### config.mk
export PLATFORM = sky130hd
export DESIGN_NAME = i2c_transfer_sequencer_unit_flat
export DESIGN_NICKNAME = d
export VERILOG_FILES = /design/src/rtl/its_pkg.sv /design/src/rtl/its_if.sv /design/src/rtl/its_regs.sv /design/src/rtl/its_core.sv /design/src/rtl/i2c_transfer_sequencer_unit.sv /design/src/flat_wrapper.sv
export SDC_FILE = /design/constraint.sdc
export NUM_CORES = 1
export LEC_CHECK = 0
export BUFFER_PORTS_ARGS = -buffer_cell sky130_fd_sc_hd__buf_2
export CAP_MARGIN = 10
export CORE_UTILIZATION = 36
export DETAILED_ROUTE_END_ITERATION = 8
export PLACE_DENSITY = 0.6
export RECOVER_POWER = 25
export SLEW_MARGIN = 40
export SYNTH_ARGS = -nofsm -noshare
export SYNTH_HDL_FRONTEND = slang
export SYNTH_HIERARCHICAL = 1
export SYNTH_SLANG_ARGS = --single-unit
### constraint.sdc
create_clock -name clk -period 9.5 [get_ports clk]
set_input_delay 0 -clock clk [delete_from_list [all_inputs] [get_ports clk]]
set_output_delay 0 -clock clk [all_outputs]
set_load 0.05 [all_outputs]
### src/rtl/its_pkg.sv
// Shared types and constants for the I2C transfer sequencer.
// Holds the request and result payload structs, phase codes and result codes.
// No dependencies.
package its_pkg;

  // Transfer phase codes.
  localparam logic [1:0] PH_IDLE = 2'd0;
  localparam logic [1:0] PH_ADDR = 2'd1;
  localparam logic [1:0] PH_DATA = 2'd2;
  localparam logic [1:0] PH_STOP = 2'd3;

  // Result codes handed back with every poll.
  localparam logic [2:0] RC_AGAIN  = 3'd0;
  localparam logic [2:0] RC_MOVED  = 3'd1;
  localparam logic [2:0] RC_DONE   = 3'd2;
  localparam logic [2:0] RC_NACKED = 3'd3;
  localparam logic [2:0] RC_BADLEN = 3'd4;

  // Operation codes.
  localparam logic OP_WRITE = 1'b0;
  localparam logic OP_READ  = 1'b1;

  // Transfer modes.
  localparam logic MODE_MASTER = 1'b0;
  localparam logic MODE_SLAVE  = 1'b1;

  // Configuration register indexes.
  localparam logic REG_MODE = 1'b0;
  localparam logic REG_ADDR = 1'b1;

  // One poll request.
  typedef struct packed {
    logic        operation;
    logic [15:0] bytes_left;
    logic [7:0]  tx_byte;
    logic [7:0]  rx_byte;
    logic        ack_missing;
    logic        transmit_busy;
    logic        receive_full;
    logic        transmit_full;
    logic        data_phase;
    logic        read_direction;
    logic [2:0]  control_busy;
  } item_t;

  // One poll result.
  typedef struct packed {
    logic [2:0] result_code;
    logic       start_cmd;
    logic       stop_cmd;
    logic       load_tx;
    logic [7:0] tx_value;
    logic       receive_cmd;
    logic       nack_cmd;
    logic       release_clock;
    logic       pop_receive;
    logic [7:0] read_data;
    logic       data_valid;
  } result_t;

  // Configuration as seen by the sequencing logic.
  typedef struct packed {
    logic       transfer_mode;
    logic [6:0] target_address;
  } cfg_t;

endpackage

### src/rtl/its_if.sv
// Valid/ready channel interfaces for poll requests and poll results.
// Depends on its_pkg for the payload types.
interface its_in_if;
  logic            valid;
  logic            ready;
  its_pkg::item_t  item;

  modport source (output valid, output item, input ready);
  modport sink   (input valid, input item, output ready);
endinterface

interface its_out_if;
  logic              valid;
  logic              ready;
  its_pkg::result_t  res;

  modport source (output valid, output res, input ready);
  modport sink   (input valid, input res, output ready);
endinterface

### src/rtl/its_regs.sv
// APB-style configuration registers: transfer mode and target address.
// Depends on its_pkg for register indexes and the config struct.
module its_regs (
  input  logic               clk,
  input  logic               rst_n,
  input  logic               psel,
  input  logic               penable,
  input  logic               pwrite,
  input  logic [2:0]         paddr,
  input  logic [31:0]        pwdata,
  output logic [31:0]        prdata,
  output logic               pready,
  output its_pkg::cfg_t      cfg
);

  logic       mode_r;
  logic [6:0] addr_r;
  logic       wr_en;
  logic       reg_sel;

  assign pready  = 1'b1;
  assign wr_en   = psel & penable & pwrite;
  assign reg_sel = paddr[2];

  // Register writes complete in the access phase.
  always_ff @(posedge clk) begin
    if (!rst_n) begin
      mode_r <= its_pkg::MODE_SLAVE;
      addr_r <= 7'd0;
    end else if (wr_en) begin
      if (reg_sel == its_pkg::REG_MODE) begin
        mode_r <= pwdata[0];
      end else begin
        addr_r <= pwdata[6:0];
      end
    end
  end

  // Read back the selected register.
  always_comb begin
    if (reg_sel == its_pkg::REG_MODE) begin
      prdata = {31'd0, mode_r};
    end else begin
      prdata = {25'd0, addr_r};
    end
  end

  assign cfg.transfer_mode  = mode_r;
  assign cfg.target_address = addr_r;

endmodule

### src/rtl/its_core.sv
// Per-poll decision logic and the transfer phase / last-byte state.
// Depends on its_pkg for codes and payload types.
module its_core (
  input  logic              clk,
  input  logic              rst_n,
  input  logic              fire,
  input  its_pkg::item_t    item,
  input  its_pkg::cfg_t     cfg,
  output its_pkg::result_t  res,
  output logic [1:0]        phase
);

  logic [1:0] phase_r, phase_nxt;
  logic       last_r, last_nxt;
  logic       n_zero, n_one, n_two;
  logic       rd;
  logic [7:0] addr_byte;

  assign n_zero    = (item.bytes_left == 16'd0);
  assign n_one     = (item.bytes_left == 16'd1);
  assign n_two     = (item.bytes_left == 16'd2);
  assign rd        = (item.operation == its_pkg::OP_READ);
  assign addr_byte = {cfg.target_address, 1'b0};
  assign phase     = phase_r;

  // Decide the commands for this poll and the next state.
  always_comb begin
    res             = '0;
    res.result_code = its_pkg::RC_AGAIN;
    phase_nxt       = phase_r;
    last_nxt        = last_r;
    if (n_zero) begin
      res.result_code = its_pkg::RC_BADLEN;
    end else if (cfg.transfer_mode == its_pkg::MODE_MASTER) begin
      unique case (phase_r)
        its_pkg::PH_IDLE: begin
          if (!item.control_busy[1]) begin
            res.start_cmd = 1'b1;
            phase_nxt     = its_pkg::PH_ADDR;
            last_nxt      = 1'b0;
          end
        end
        its_pkg::PH_STOP: begin
          if (!item.transmit_busy && item.control_busy == 3'd0) begin
            res.stop_cmd    = 1'b1;
            phase_nxt       = its_pkg::PH_IDLE;
            res.result_code = last_r ? its_pkg::RC_DONE : its_pkg::RC_NACKED;
          end
        end
        its_pkg::PH_ADDR: begin
          // Send the address with the direction bit once the start is out.
          if (!item.control_busy[0]) begin
            res.load_tx = 1'b1;
            if (rd) begin
              res.receive_cmd = 1'b1;
              res.tx_value    = addr_byte | 8'd1;
              res.nack_cmd    = n_one;
            end else begin
              res.tx_value = addr_byte;
            end
            phase_nxt = its_pkg::PH_DATA;
          end
        end
        default: begin
          if (rd) begin
            // Master read: collect the byte, NACK ahead of the last one.
            if (item.receive_full) begin
              res.nack_cmd    = n_two;
              res.pop_receive = 1'b1;
              res.read_data   = item.rx_byte;
              res.data_valid  = 1'b1;
              if (n_one) begin
                last_nxt  = 1'b1;
                phase_nxt = its_pkg::PH_STOP;
              end else begin
                res.receive_cmd = 1'b1;
                res.result_code = its_pkg::RC_MOVED;
              end
            end
          end else if (item.ack_missing) begin
            phase_nxt = its_pkg::PH_STOP;
          end else if (!item.transmit_busy) begin
            // Master write: push the next data byte.
            res.load_tx  = 1'b1;
            res.tx_value = item.tx_byte;
            if (n_one) begin
              last_nxt  = 1'b1;
              phase_nxt = its_pkg::PH_STOP;
            end else begin
              res.result_code = its_pkg::RC_MOVED;
            end
          end
        end
      endcase
    end else if (rd) begin
      // Slave receive: address bytes are dropped, data bytes delivered.
      if (item.receive_full) begin
        res.pop_receive   = 1'b1;
        res.release_clock = 1'b1;
        if (item.data_phase) begin
          res.read_data   = item.rx_byte;
          res.data_valid  = 1'b1;
          res.result_code = its_pkg::RC_MOVED;
        end
      end
    end else if (phase_r == its_pkg::PH_DATA) begin
      // Slave transmit: load the byte and release the stretched clock.
      if (!item.transmit_busy && !item.transmit_full) begin
        res.load_tx       = 1'b1;
        res.tx_value      = item.tx_byte;
        res.release_clock = 1'b1;
        res.result_code   = its_pkg::RC_MOVED;
        if (n_one) begin
          phase_nxt = its_pkg::PH_IDLE;
        end
      end
    end else if (!item.data_phase && item.read_direction) begin
      // Addressed for a read: drop the address byte and start sending.
      res.pop_receive = 1'b1;
      phase_nxt       = its_pkg::PH_DATA;
    end
  end

  // State advances only when a poll is evaluated.
  always_ff @(posedge clk) begin
    if (!rst_n) begin
      phase_r <= its_pkg::PH_IDLE;
      last_r  <= 1'b0;
    end else if (fire) begin
      phase_r <= phase_nxt;
      last_r  <= last_nxt;
    end
  end

endmodule

### src/rtl/i2c_transfer_sequencer_unit.sv
// Top level of the I2C transfer sequencer: input register, decision core, result register.
// Depends on its_pkg, its_if, its_regs and its_core.
//
// Usage: each request on in_chan is one write or read poll of the I2C controller,
// carrying the byte count, the bytes and a snapshot of the status flags. For each
// request exactly one result leaves on out_chan with the controller commands, a
// delivered byte and a result code. Both channels accept on valid and ready high.
// The configuration port sets master/slave mode and the partner address; the user
// must write it only while no request is in flight; the block does not enforce this.
// A request accepted on in_chan is registered in the input register, evaluated by
// the core and its result registered in the result register before it shows on out_chan.
// Throughput: one request per cycle while out_chan does not stall, set by the combinational
// decision between the input and result registers, which also updates the phase.
// Reset (synchronous, active low) empties both registers, returns to idle phase,
// slave mode and address zero. When out_chan stalls, the result register holds,
// the input register fills, and in_chan ready drops once both are occupied.
module i2c_transfer_sequencer_unit (
  input  logic          clk,
  input  logic          rst_n,
  its_in_if.sink        in_chan,
  its_out_if.source     out_chan,
  input  logic          cfg_psel,
  input  logic          cfg_penable,
  input  logic          cfg_pwrite,
  input  logic [2:0]    cfg_paddr,
  input  logic [31:0]   cfg_pwdata,
  output logic [31:0]   cfg_prdata,
  output logic          cfg_pready
);

  its_pkg::item_t    item_r;
  logic              item_v_r;
  its_pkg::result_t  res_r;
  logic              res_v_r;
  its_pkg::result_t  res_nxt;
  its_pkg::cfg_t     cfg;
  logic [1:0]        phase;
  logic              res_room;
  logic              fire;
  logic              in_fire;

  its_regs u_regs (
    .clk     (clk),
    .rst_n   (rst_n),
    .psel    (cfg_psel),
    .penable (cfg_penable),
    .pwrite  (cfg_pwrite),
    .paddr   (cfg_paddr),
    .pwdata  (cfg_pwdata),
    .prdata  (cfg_prdata),
    .pready  (cfg_pready),
    .cfg     (cfg)
  );

  // Pipeline handshake: the result register frees up when it is empty or taken.
  assign res_room      = !res_v_r || out_chan.ready;
  assign fire          = item_v_r && res_room;
  assign in_chan.ready = !item_v_r || res_room;
  assign in_fire       = in_chan.valid && in_chan.ready;

  its_core u_core (
    .clk   (clk),
    .rst_n (rst_n),
    .fire  (fire),
    .item  (item_r),
    .cfg   (cfg),
    .res   (res_nxt),
    .phase (phase)
  );

  // Input register.
  always_ff @(posedge clk) begin
    if (!rst_n) begin
      item_v_r <= 1'b0;
    end else if (in_chan.ready) begin
      item_v_r <= in_chan.valid;
    end
  end

  always_ff @(posedge clk) begin
    if (in_fire) begin
      item_r <= in_chan.item;
    end
  end

  // Result register.
  always_ff @(posedge clk) begin
    if (!rst_n) begin
      res_v_r <= 1'b0;
    end else if (res_room) begin
      res_v_r <= item_v_r;
    end
  end

  always_ff @(posedge clk) begin
    if (fire) begin
      res_r <= res_nxt;
    end
  end

  assign out_chan.valid = res_v_r;
  assign out_chan.res   = res_r;

`ifndef ASSERT_OFF
  // A bad-length result never carries a controller command.
  assert property (@(posedge clk) disable iff (!rst_n)
    (res_v_r && res_r.result_code == its_pkg::RC_BADLEN) |->
      !(res_r.start_cmd || res_r.stop_cmd || res_r.load_tx || res_r.receive_cmd ||
        res_r.pop_receive || res_r.release_clock))
    else $error("command issued with bad length result");

  // Unused byte fields are zero.
  assert property (@(posedge clk) disable iff (!rst_n)
    res_v_r |-> ((res_r.data_valid || res_r.read_data == 8'd0) &&
                 (res_r.load_tx || res_r.tx_value == 8'd0)))
    else $error("stale byte in result");

  // A stop result always returns the core to idle.
  assert property (@(posedge clk) disable iff (!rst_n)
    (fire && res_nxt.stop_cmd) |=> (phase == its_pkg::PH_IDLE))
    else $error("stop issued without returning to idle");

  // A stalled result register blocks the decision stage.
  assert property (@(posedge clk) disable iff (!rst_n)
    (res_v_r && !out_chan.ready) |-> !fire)
    else $error("result overwritten while stalled");
`endif

endmodule
### src/flat_wrapper.sv
// flat-port wrapper written by rule: the top's interface ports become plain ports
module i2c_transfer_sequencer_unit_flat 
  (clk, rst_n, cfg_psel, cfg_penable, cfg_pwrite, cfg_paddr, cfg_pwdata, cfg_prdata, cfg_pready, in_chan_valid, in_chan_item, in_chan_ready, out_chan_valid, out_chan_res, out_chan_ready);
  its_in_if in_chan_i ();
  its_out_if out_chan_i ();
  input  logic clk;
  input  logic rst_n;
  input  logic cfg_psel;
  input  logic cfg_penable;
  input  logic cfg_pwrite;
  input  logic [2:0] cfg_paddr;
  input  logic [31:0] cfg_pwdata;
  output logic [31:0] cfg_prdata;
  output logic cfg_pready;
  input wire logic [$bits(in_chan_i.valid)-1:0] in_chan_valid;
  input wire logic [$bits(in_chan_i.item)-1:0] in_chan_item;
  output wire logic [$bits(in_chan_i.ready)-1:0] in_chan_ready;
  output wire logic [$bits(out_chan_i.valid)-1:0] out_chan_valid;
  output wire logic [$bits(out_chan_i.res)-1:0] out_chan_res;
  input wire logic [$bits(out_chan_i.ready)-1:0] out_chan_ready;
  assign in_chan_i.valid = in_chan_valid;
  assign in_chan_i.item = in_chan_item;
  assign in_chan_ready = in_chan_i.ready;
  assign out_chan_valid = out_chan_i.valid;
  assign out_chan_res = out_chan_i.res;
  assign out_chan_i.ready = out_chan_ready;
  i2c_transfer_sequencer_unit u_core (.clk(clk), .rst_n(rst_n), .in_chan(in_chan_i), .out_chan(out_chan_i), .cfg_psel(cfg_psel), .cfg_penable(cfg_penable), .cfg_pwrite(cfg_pwrite), .cfg_paddr(cfg_paddr), .cfg_pwdata(cfg_pwdata), .cfg_prdata(cfg_prdata), .cfg_pready(cfg_pready));
endmodule
==> flow_metrics.env, run 1 <==
export IMPL_p_total_uw=765
export IMPL_power_density_nw_per_um2=163
export IMPL_synth_most_common_cell="edfxtp_1"
export IMPL_avgSynthCellArea_um2=13.4
export IMPL_synthesis_area_um2=3480
export IMPL_track_usage_pct=14.5
export IMPL_yosys_register_bits=82
export IMPL_min_period_ps=2150
export IMPL_grt_overflow_total=0
export IMPL_drv_cap=0
export IMPL_fin_nets=489
export IMPL_synth_largest_area_cell="edfxtp_1"
export IMPL_post_cts_setup_buffers=0
export IMPL_dp_hpwl_mm=4.59
export IMPL_area_growth_syn_to_layout_pct=34.7
export IMPL_finalMaxSlewViolations=0
export IMPL_cts_hold_buf=53
export IMPL_die_area_um2=10100
export IMPL_final_setup_viol_count=0
export IMPL_drt_total_wl_mm=7.08
export IMPL_fin_cells=539
export IMPL_core_area_um2=9280
export IMPL_cts_htree_levels=3
export IMPL_syn_inst=260
export IMPL_timing_rr_start="u_core/item_r[28]"
export IMPL_die_width_um=100
export IMPL_die_h_um=100
export IMPL_worstSetupStartpointType="flip-flop"
export IMPL_synthFlopType="edfxtp_1"
export IMPL_cts_buffers=9
export IMPL_crit_arrival_ps=2390
export IMPL_vias=2475
export IMPL_synth_edf_count=69
export IMPL_drtIter0Drc=69
export IMPL_drc=0
export IMPL_insertion_delay_ps=350
export IMPL_fmax_mhz=465
export IMPL_status="completed"
export IMPL_grt_max_degree=43
export IMPL_max_slew_margin_pct=57.1
export IMPL_gp_congestion=0.789
export IMPL_io_pin_count=146
export IMPL_dr_pass1_iters=4
export IMPL_synth_area_top_cells="edfxtp_1 (60%), dfxtp_1 (7.5%), buf_4 (6.0%)"
export IMPL_clk_pin_slew_worst_paths_ps=90
export IMPL_cts_resized_gates=0
export IMPL_wire_per_inst_um=13.1
export IMPL_min_from="out_chan_ready"
export IMPL_yosys_warnings=6
export IMPL_rsz0062_at_grt="false"
export IMPL_clock_sinks=82
export IMPL_setup_ws_ps=7350
export IMPL_drt_antenna_violating_nets=0
export IMPL_fin_crit_sh_pct=22.6
export IMPL_synth_cell_type_count=44
export IMPL_ctsRootBufferMaster="clkbuf_8"
export IMPL_netlist_top_cells_count="edfxtp_1 (69), buf_4 (28), nor2_1 (19), nand2_1 (18), dfxtp_1 (13)"
export IMPL_async_flop_share_pct=0
export IMPL_worstSetupEndpointType="flip-flop"
export IMPL_rows=35
export IMPL_ir_drop_mv=0.108
export IMPL_antenna_found_initial=0
export IMPL_hold_path_class="in2reg"
export IMPL_p_leak_uw=0.00186
export IMPL_synth_top_cell_area_share_pct=59.5
export IMPL_vias_per_cell=4.59
export IMPL_critical_path_class="reg2reg"
export IMPL_grt_pass1_vias=2342
export IMPL_place_inst=469
export IMPL_hold_viol_final=0
export IMPL_skew_ps=8.91
export IMPL_pre_cts_ws_ps=7250
export IMPL_grt_pass1_wl_mm=11.2
export IMPL_worst_ep_required_time_ps=9740
export IMPL_cts_tree="done"
export IMPL_start_util_pct=37.5
export IMPL_port_buffers=92
export IMPL_antenna_cells=0
export IMPL_tightestPinTransition_ps=639
export IMPL_cp_startpoint="u_core/item_r[28]"
export IMPL_yosysSeqAreaShare_pct=67.0
export IMPL_final_setup_tns_ps=0
export IMPL_ctsLongestPathBuffers=2
export IMPL_fin_util_pct=50.5
export IMPL_worstPathMaxFanout=8
export IMPL_drive_gt1_share_pct=27.8
[area by class of cell]
cell class	instances	area [µm²]
Clock inverter	7	70.1
Fill cell	852	4590
Timing Repair Buffer	148	1020
Sequential cell	82	2330
Inverter	7	26.3
Clock buffer	9	124
Tap cell	129	161
Multi-Input combinational cell	157	955
[state kept, by name (all words and copies together), names as in the netlist]
register	count
u_core/u_core/last_r	1
u_core/u_regs/addr_r	7
u_core/item_v_r	1
u_core/u_regs/mode_r	1
u_core/out_chan.res	27
u_core/u_core/phase	2
u_core/item_r	42
u_core/out_chan.valid	1
[path summary, 6_finish.rpt]
path | end | slack, ps | depth (start not counted)
max | u_core/u_core/last_r | 7350 | 5
min | u_core/out_chan.valid | 80 | 3
max reg2reg | u_core/u_core/last_r | 7350 | 5
min reg2reg | u_core/u_regs/addr_r[4] | 480 | 2
[critical path, cell delays in order, from the launching register on]
cell and delay (ps):
edfxtp_1 380, nor4_1 560, and4_1 470, or2_1 300, a2111oi_0 110, o211a_1 230
[logic make-up after synthesis]
family	synth area share (%)
AND/OR/NAND/NOR	14.8
AO/OA/AOI/OAI	6.43
flip-flops	67.0
multiplexers	2.91
other	0.216
buffers and inverters	8.66
[power breakdown]
| group | leakage [µW] | total (µW) | switching (µW) | internal (µW) |
|---|---|---|---|---|
| Combinational | 0.000994 | 103 | 67.7 | 35.2 |
| Clock | 0.0000889 | 246 | 126 | 120 |
| Sequential | 0.000773 | 416 | 8.06 | 408 |
[stage by stage]
stage          area, µm²  hold slack [ps]
2_1_floorplan       3570             98.9
3_3_place_gp        3950              177
5_1_grt             4690             70.7
4_1_cts             4680             25.4
3_5_place_dp        3960              178
6_report            4690             78.6
[routing by layer]
layer / global-route usage, % / part of all wire (%) / wire length (µm) / vias up
li1: - / - / - / 1198
met1: 18.4 / 45 / 3160 / 1174
met2: 24.6 / 50 / 3550 / 95
met3: 2.09 / 3.8 / 270 / 8
met4: 6.47 / 1.4 / 102 / 0
met5: 0 / 0 / 0 / -
[cells in the final DEF (no fill, tap or decap), drive strengths merged, types with 4 or more instances in the layout]
cell / synthesis / routed
and2: 14 / 14
nand2: 18 / 18
a31oi: 6 / 6
inv: 7 / 7
nor2b: 4 / 4
mux2i: 9 / 9
buf: 36 / 87
nor2: 19 / 19
conb: 2 / 26
nor3: 4 / 4
dfxtp: 13 / 13
nor4b: 5 / 5
nor4: 8 / 8
nand3: 4 / 4
clkbuf: 2 / 17
edfxtp: 69 / 69
dlygate4sd3: 0 / 53
a22oi: 8 / 8
a21oi: 5 / 5
No activity file was read; power rests on OpenSTA's default activity.
==> run 2, diff against run 1 <==
--- a/config.mk
+++ b/config.mk
@@ -9,7 +9,7 @@
 export CAP_MARGIN = 10
 export CORE_UTILIZATION = 36
 export DETAILED_ROUTE_END_ITERATION = 8
-export PLACE_DENSITY = 0.6
+export PLACE_DENSITY = 0.62
 export RECOVER_POWER = 25
 export SLEW_MARGIN = 40
 export SYNTH_ARGS = -nofsm -noshare
==> constraint.sdc (replaced) <==
create_clock -name clk -period 1.85 [get_ports clk]
set_input_delay 0 -clock clk [delete_from_list [all_inputs] [get_ports clk]]
set_output_delay 0 -clock clk [all_outputs]
set_load 0.05 [all_outputs]
==> flow_metrics.env, run 2 (synthesis gave the netlist of run 1 again) <==
export IMPL_sequentialPowerShare_pct=50.9
export IMPL_design_area_um2=4890
export IMPL_die_h_um=100
export IMPL_rrSetupSlack_ps=80
export IMPL_grt_pass1_wl_mm=11.4
export IMPL_rsz0062_at_grt="false"
export IMPL_io_pin_count=146
export IMPL_cts_buffers=9
export IMPL_start_util_pct=37.5
export IMPL_intPower_uw=3160
export IMPL_port_buffers=92
export IMPL_worst_ep_required_time_ps=2100
export IMPL_timing_rr_start="u_core/item_r[27]"
export IMPL_fin_nets=502
export IMPL_gp_congestion=0.841
export IMPL_area_growth_syn_to_layout_pct=40.6
export IMPL_final_common_cell="buf_2"
export IMPL_vias=2506
export IMPL_p_leak_uw=0.00197
export IMPL_fin_crit_sh_pct=95.9
export IMPL_r2r_end="u_core/u_core/phase[1]"
export IMPL_insertion_delay_ps=350
export IMPL_drv_cap=0
export IMPL_p_clk_share_pct=36.1
export IMPL_grt_pass1_vias=2407
export IMPL_max_slew_margin_pct=60.6
export IMPL_top_register="u_core/item_r"
export IMPL_multiInputGateArea_um2=1000
export IMPL_worstPathMaxFanout=7
export IMPL_drc=0
export IMPL_power_density_nw_per_um2=858
export IMPL_cts_htree_levels=3
export IMPL_min_delay_path_depth=2
export IMPL_min_from="rst_n"
export IMPL_track_usage_pct=15.1
export IMPL_tightestPinTransition_ps=594
export IMPL_antenna_found_initial=0
export IMPL_ctsRootBufferMaster="clkbuf_8"
export IMPL_clock_sinks=82
export IMPL_final_setup_viol_count=0
export IMPL_worstSetupStartpointType="flip-flop"
export IMPL_min_period_ps=1770
export IMPL_drt_total_wl_mm=7.18
export IMPL_cts_tree="done"
export IMPL_core_area_um2=9280
export IMPL_hold_end="u_core/out_chan.valid"
export IMPL_dr_pass1_iters=4
export IMPL_crit_arrival_ps=2020
export IMPL_drive_gt1_share_pct=32.9
export IMPL_drt_antenna_violating_nets=0
export IMPL_worstSetupEndpointType="flip-flop"
export IMPL_dp_hpwl_mm=4.82
export IMPL_fmax_mhz=564
export IMPL_hold_viol_final=0
export IMPL_status="completed"
export IMPL_p_comb_share_pct=13.0
export IMPL_swShare_pct=24.8
export IMPL_rows=35
export IMPL_ctsLongestPathBuffers=2
export IMPL_wire_per_inst_um=13.0
export IMPL_die_area_um2=10100
export IMPL_regArea_um2=2340
export IMPL_hold_path_class="in2reg"
export IMPL_largest_reg_flops=42
export IMPL_grt_max_degree=43
export IMPL_vias_per_cell=4.54
export IMPL_mostFrequentLayoutCells="buf_2 (87), edfxtp_1 (69), dlygate4sd3_1 (54)"
export IMPL_grt_overflow_total=0
export IMPL_die_width_um=100
export IMPL_worstRegToRegCells=6
export IMPL_switchingPower_uw=1040
export IMPL_clk_pin_slew_worst_paths_ps=80
export IMPL_finalMaxSlewViolations=0
export IMPL_skew_ps=6.27
export IMPL_antenna_cells=0
export IMPL_dpl_instance_area_um2=4070
export IMPL_ir_drop_mv=0.351
export IMPL_nFillCells=836
export IMPL_drtIter0Drc=101
export IMPL_critical_path_class="reg2reg"
export IMPL_fin_util_pct=52.7
[run 2: worst max-delay path, stage by stage (launching register included)]
cell      delay [ps]
edfxtp_1         360
nor4_2            60
buf_4            130
and4_2           220
or2_4            270
or4_1            470
o2111a_1         160
[run 2: worst max-delay path by stage]
stage                                from                       to  slack, ps  cells after the start
floorplan           u_core/out_chan.valid   u_core/u_core/phase[1]        -60                      5
global placement        u_core/item_r[30]  u_core/out_chan.res[24]         40                      4
detailed placement      u_core/item_r[30]  u_core/out_chan.res[24]        -70                      4
CTS                     u_core/item_r[28]  u_core/out_chan.res[24]         30                      5
global route            u_core/item_r[28]   u_core/u_core/phase[0]         20                      7
finish                  u_core/item_r[27]   u_core/u_core/phase[1]         80                      6
[run 2: stage by stage]
step | setup WS [ps] | power (µW) | setup TNS [ps] | std cells | hold WS [ps]
2_1_floorplan | -63.3 | 2540 | -63.3 | 284 | 98.9
6_report | 76.7 | 4200 | 0 | 552 | 58.7
5_1_grt | 24.5 | 4370 | 0 | 552 | 70.7
3_3_place_gp | 37.2 | 2630 | 0 | 481 | 177
3_5_place_dp | -74.2 | 2630 | -643 | 481 | 178
4_1_cts | 34.2 | 4240 | 0 | 551 | 38.4
[run 2: area by class of cell]
| class | instances | share of cell area [%] |
|---|---|---|
| inverters | 7 | 0.537 |
| clock buffers | 12 | 4.06 |
| well taps | 129 | 3.30 |
| repair buffers | 161 | 22.9 |
| clock inverters | 4 | 1.05 |
| multi-input cells | 157 | 20.4 |
| flip-flops and latches | 82 | 47.7 |
[run 2: what timing repair did]
action,in CTS,in global routing
pin swaps,0,1
setup endpoints to repair,14,3
endpoints found under the hold margin,52,0
hold buffers,54,0
resized for setup,4,3
buffers inserted,0,1
[run 2: power groups by stage]
stage                     clock network, µW  logic (µW)  registers, µW
after CTS                              1560         548           2130
final                                  1520         546           2140
after global placement                    0         454           2170
after floorplan                           0         277           2260
after global routing                   1650         584           2140
after detailed placement                  0         460           2170
[run 2: per-layer routing]
layer	global-route usage, %	vias up	wire length (µm)
li1	-	1221	-
met1	18.1	1188	3100
met2	25.6	87	3650
met3	3.06	10	298
met4	7.69	0	139
met5	0	-	0
==> run 3, diff against run 2 <==
--- a/config.mk
+++ b/config.mk
@@ -5,7 +5,7 @@
 export SDC_FILE = /design/constraint.sdc
 export NUM_CORES = 1
 export LEC_CHECK = 0
-export BUFFER_PORTS_ARGS = -buffer_cell sky130_fd_sc_hd__buf_2
+export BUFFER_PORTS_ARGS = -buffer_cell sky130_fd_sc_hd__buf_4
 export CAP_MARGIN = 10
 export CORE_UTILIZATION = 36
 export DETAILED_ROUTE_END_ITERATION = 8
==> flow_metrics.env, run 3 (synthesis gave the netlist of run 1 again) <==
export IMPL_cts_buffers=9
export IMPL_p_leak_uw=0.00203
export IMPL_port_buffers=92
export IMPL_start_util_pct=37.5
export IMPL_track_usage_pct=15.6
export IMPL_finalMaxSlewViolations=0
export IMPL_crit_arrival_ps=2030
export IMPL_hold_path_class="in2reg"
export IMPL_timing_rr_start="u_core/item_r[32]"
export IMPL_fin_crit_sh_pct=96.8
export IMPL_cts_tree="done"
export IMPL_vias=2510
export IMPL_die_width_um=100
export IMPL_worst_ep_required_time_ps=2090
export IMPL_top_register="u_core/item_r"
export IMPL_cts_htree_levels=3
export IMPL_rows=35
export IMPL_ctsRootBufferMaster="clkbuf_8"
export IMPL_die_area_um2=10100
export IMPL_largest_reg_flops=42
export IMPL_area_growth_syn_to_layout_pct=47.9
export IMPL_die_h_um=100
export IMPL_dp_hpwl_mm=4.94
export IMPL_final_setup_tns_ps=0
export IMPL_skew_ps=9.22
export IMPL_core_area_um2=9280
export IMPL_mostFrequentLayoutCells="edfxtp_1 (69), buf_4 (61), dlygate4sd3_1 (55)"
export IMPL_drv_cap=0
export IMPL_worstSetupStartpointType="flip-flop"
export IMPL_critical_path_class="reg2reg"
export IMPL_clk_pin_slew_worst_paths_ps=80
export IMPL_min_period_ps=1790
export IMPL_gp_congestion=0.821
export IMPL_fmax_mhz=558
export IMPL_fin_nets=504
export IMPL_drc=0
export IMPL_min_from="rst_n"
export IMPL_max_slew_margin_pct=60.1
export IMPL_worstPathMaxFanout=7
export IMPL_worstSetupEndpointType="flip-flop"
export IMPL_pre_cts_ws_ps=-86.0
export IMPL_status="completed"
export IMPL_grt_pass1_vias=2513
export IMPL_drt_antenna_violating_nets=0
export IMPL_cp_startpoint="u_core/item_r[32]"
export IMPL_tightestPinTransition_ps=601
export IMPL_hold_viol_final=0
export IMPL_power_density_nw_per_um2=825
export IMPL_final_common_cell="edfxtp_1"
export IMPL_grt_overflow_total=0
export IMPL_insertion_delay_ps=350
export IMPL_antenna_found_initial=0
export IMPL_vias_per_cell=4.53
export IMPL_hold_ws_ps=22.9
export IMPL_setup_ws_ps=58.7
export IMPL_final_setup_viol_count=0
export IMPL_grt_max_degree=43
export IMPL_dr_pass1_iters=4
export IMPL_wire_per_inst_um=13.4
export IMPL_ctsLongestPathBuffers=2
export IMPL_grt_pass1_wl_mm=11.9
export IMPL_rsz0062_at_grt="true"
export IMPL_drive_gt1_share_pct=33.4
export IMPL_ir_drop_mv=0.435
export IMPL_drt_total_wl_mm=7.44
export IMPL_drtIter0Drc=111
export IMPL_clock_sinks=82
export IMPL_antenna_cells=0
export IMPL_io_pin_count=146
[run 3: changes by cell type in the layout (fill, tap and decap cells not counted), sizes merged]
cell,previous run,this run
clkbuf,17,57
clkinv,2,1
buf,102,62
bufinv,1,3
dlygate4sd3,54,55
[run 3: final cells by class]
| type | count | area [µm²] |
|---|---|---|
| fill | 805 | 4130 |
| tap | 129 | 161 |
| inverter | 7 | 26.3 |
| timing repair buffer | 163 | 1360 |
| multi-input combinational | 157 | 1030 |
| clock inverter | 5 | 103 |
| clock buffer | 11 | 131 |
| sequential | 82 | 2340 |
[run 3: path summary, 6_finish.rpt]
check	slack [ps]	cells after the start	to
max	60	6	u_core/u_core/phase[1]
min	20	3	u_core/u_regs/addr_r[6]
max reg2reg	60	6	u_core/u_core/phase[1]
min reg2reg	470	2	u_core/u_regs/addr_r[3]
[run 3: metal layers]
metal	GRT usage [%]	wire length, µm	vias up
li1	-	-	1224
met3	3.27	315	9
met1	18.7	3160	1187
met5	0	0	-
met2	26.7	3830	90
met4	7.80	138	0
[run 3: what timing repair did]
item / 4_1_cts / 5_1_grt
setup endpoints to repair: 11 / 19
pin swaps: 0 / 2
buffers inserted: 0 / 2
hold buffers: 55 / 0
gates resized for setup: 4 / 7
endpoints found under the hold margin: 52 / 0
[run 3: report_power, final]
part / leakage, µW / switching [µW] / total, µW / internal (µW)
clock network: 0.000114 / 618 / 1510 / 896
registers: 0.000774 / 41.2 / 2140 / 2100
logic: 0.00115 / 361 / 598 / 237
[run 3: critical path, cell delays in order (launching register included)]
cell and delay, ps:
edfxtp_1 360, nor4_2 50, buf_4 130, and4_2 220
or2_4 280, or4_1 480, o2111a_1 160
[run 3: through the flow]
step	util, %	std cells	area [µm²]	total power (µW)
6_report	55.5	554	5150	4250
4_1_cts	55.0	552	5110	4300
3_5_place_dp	46.3	481	4300	2690
5_1_grt	55.5	554	5150	4430
2_1_floorplan	-	284	3610	2540
3_3_place_gp	46.3	481	4300	2680
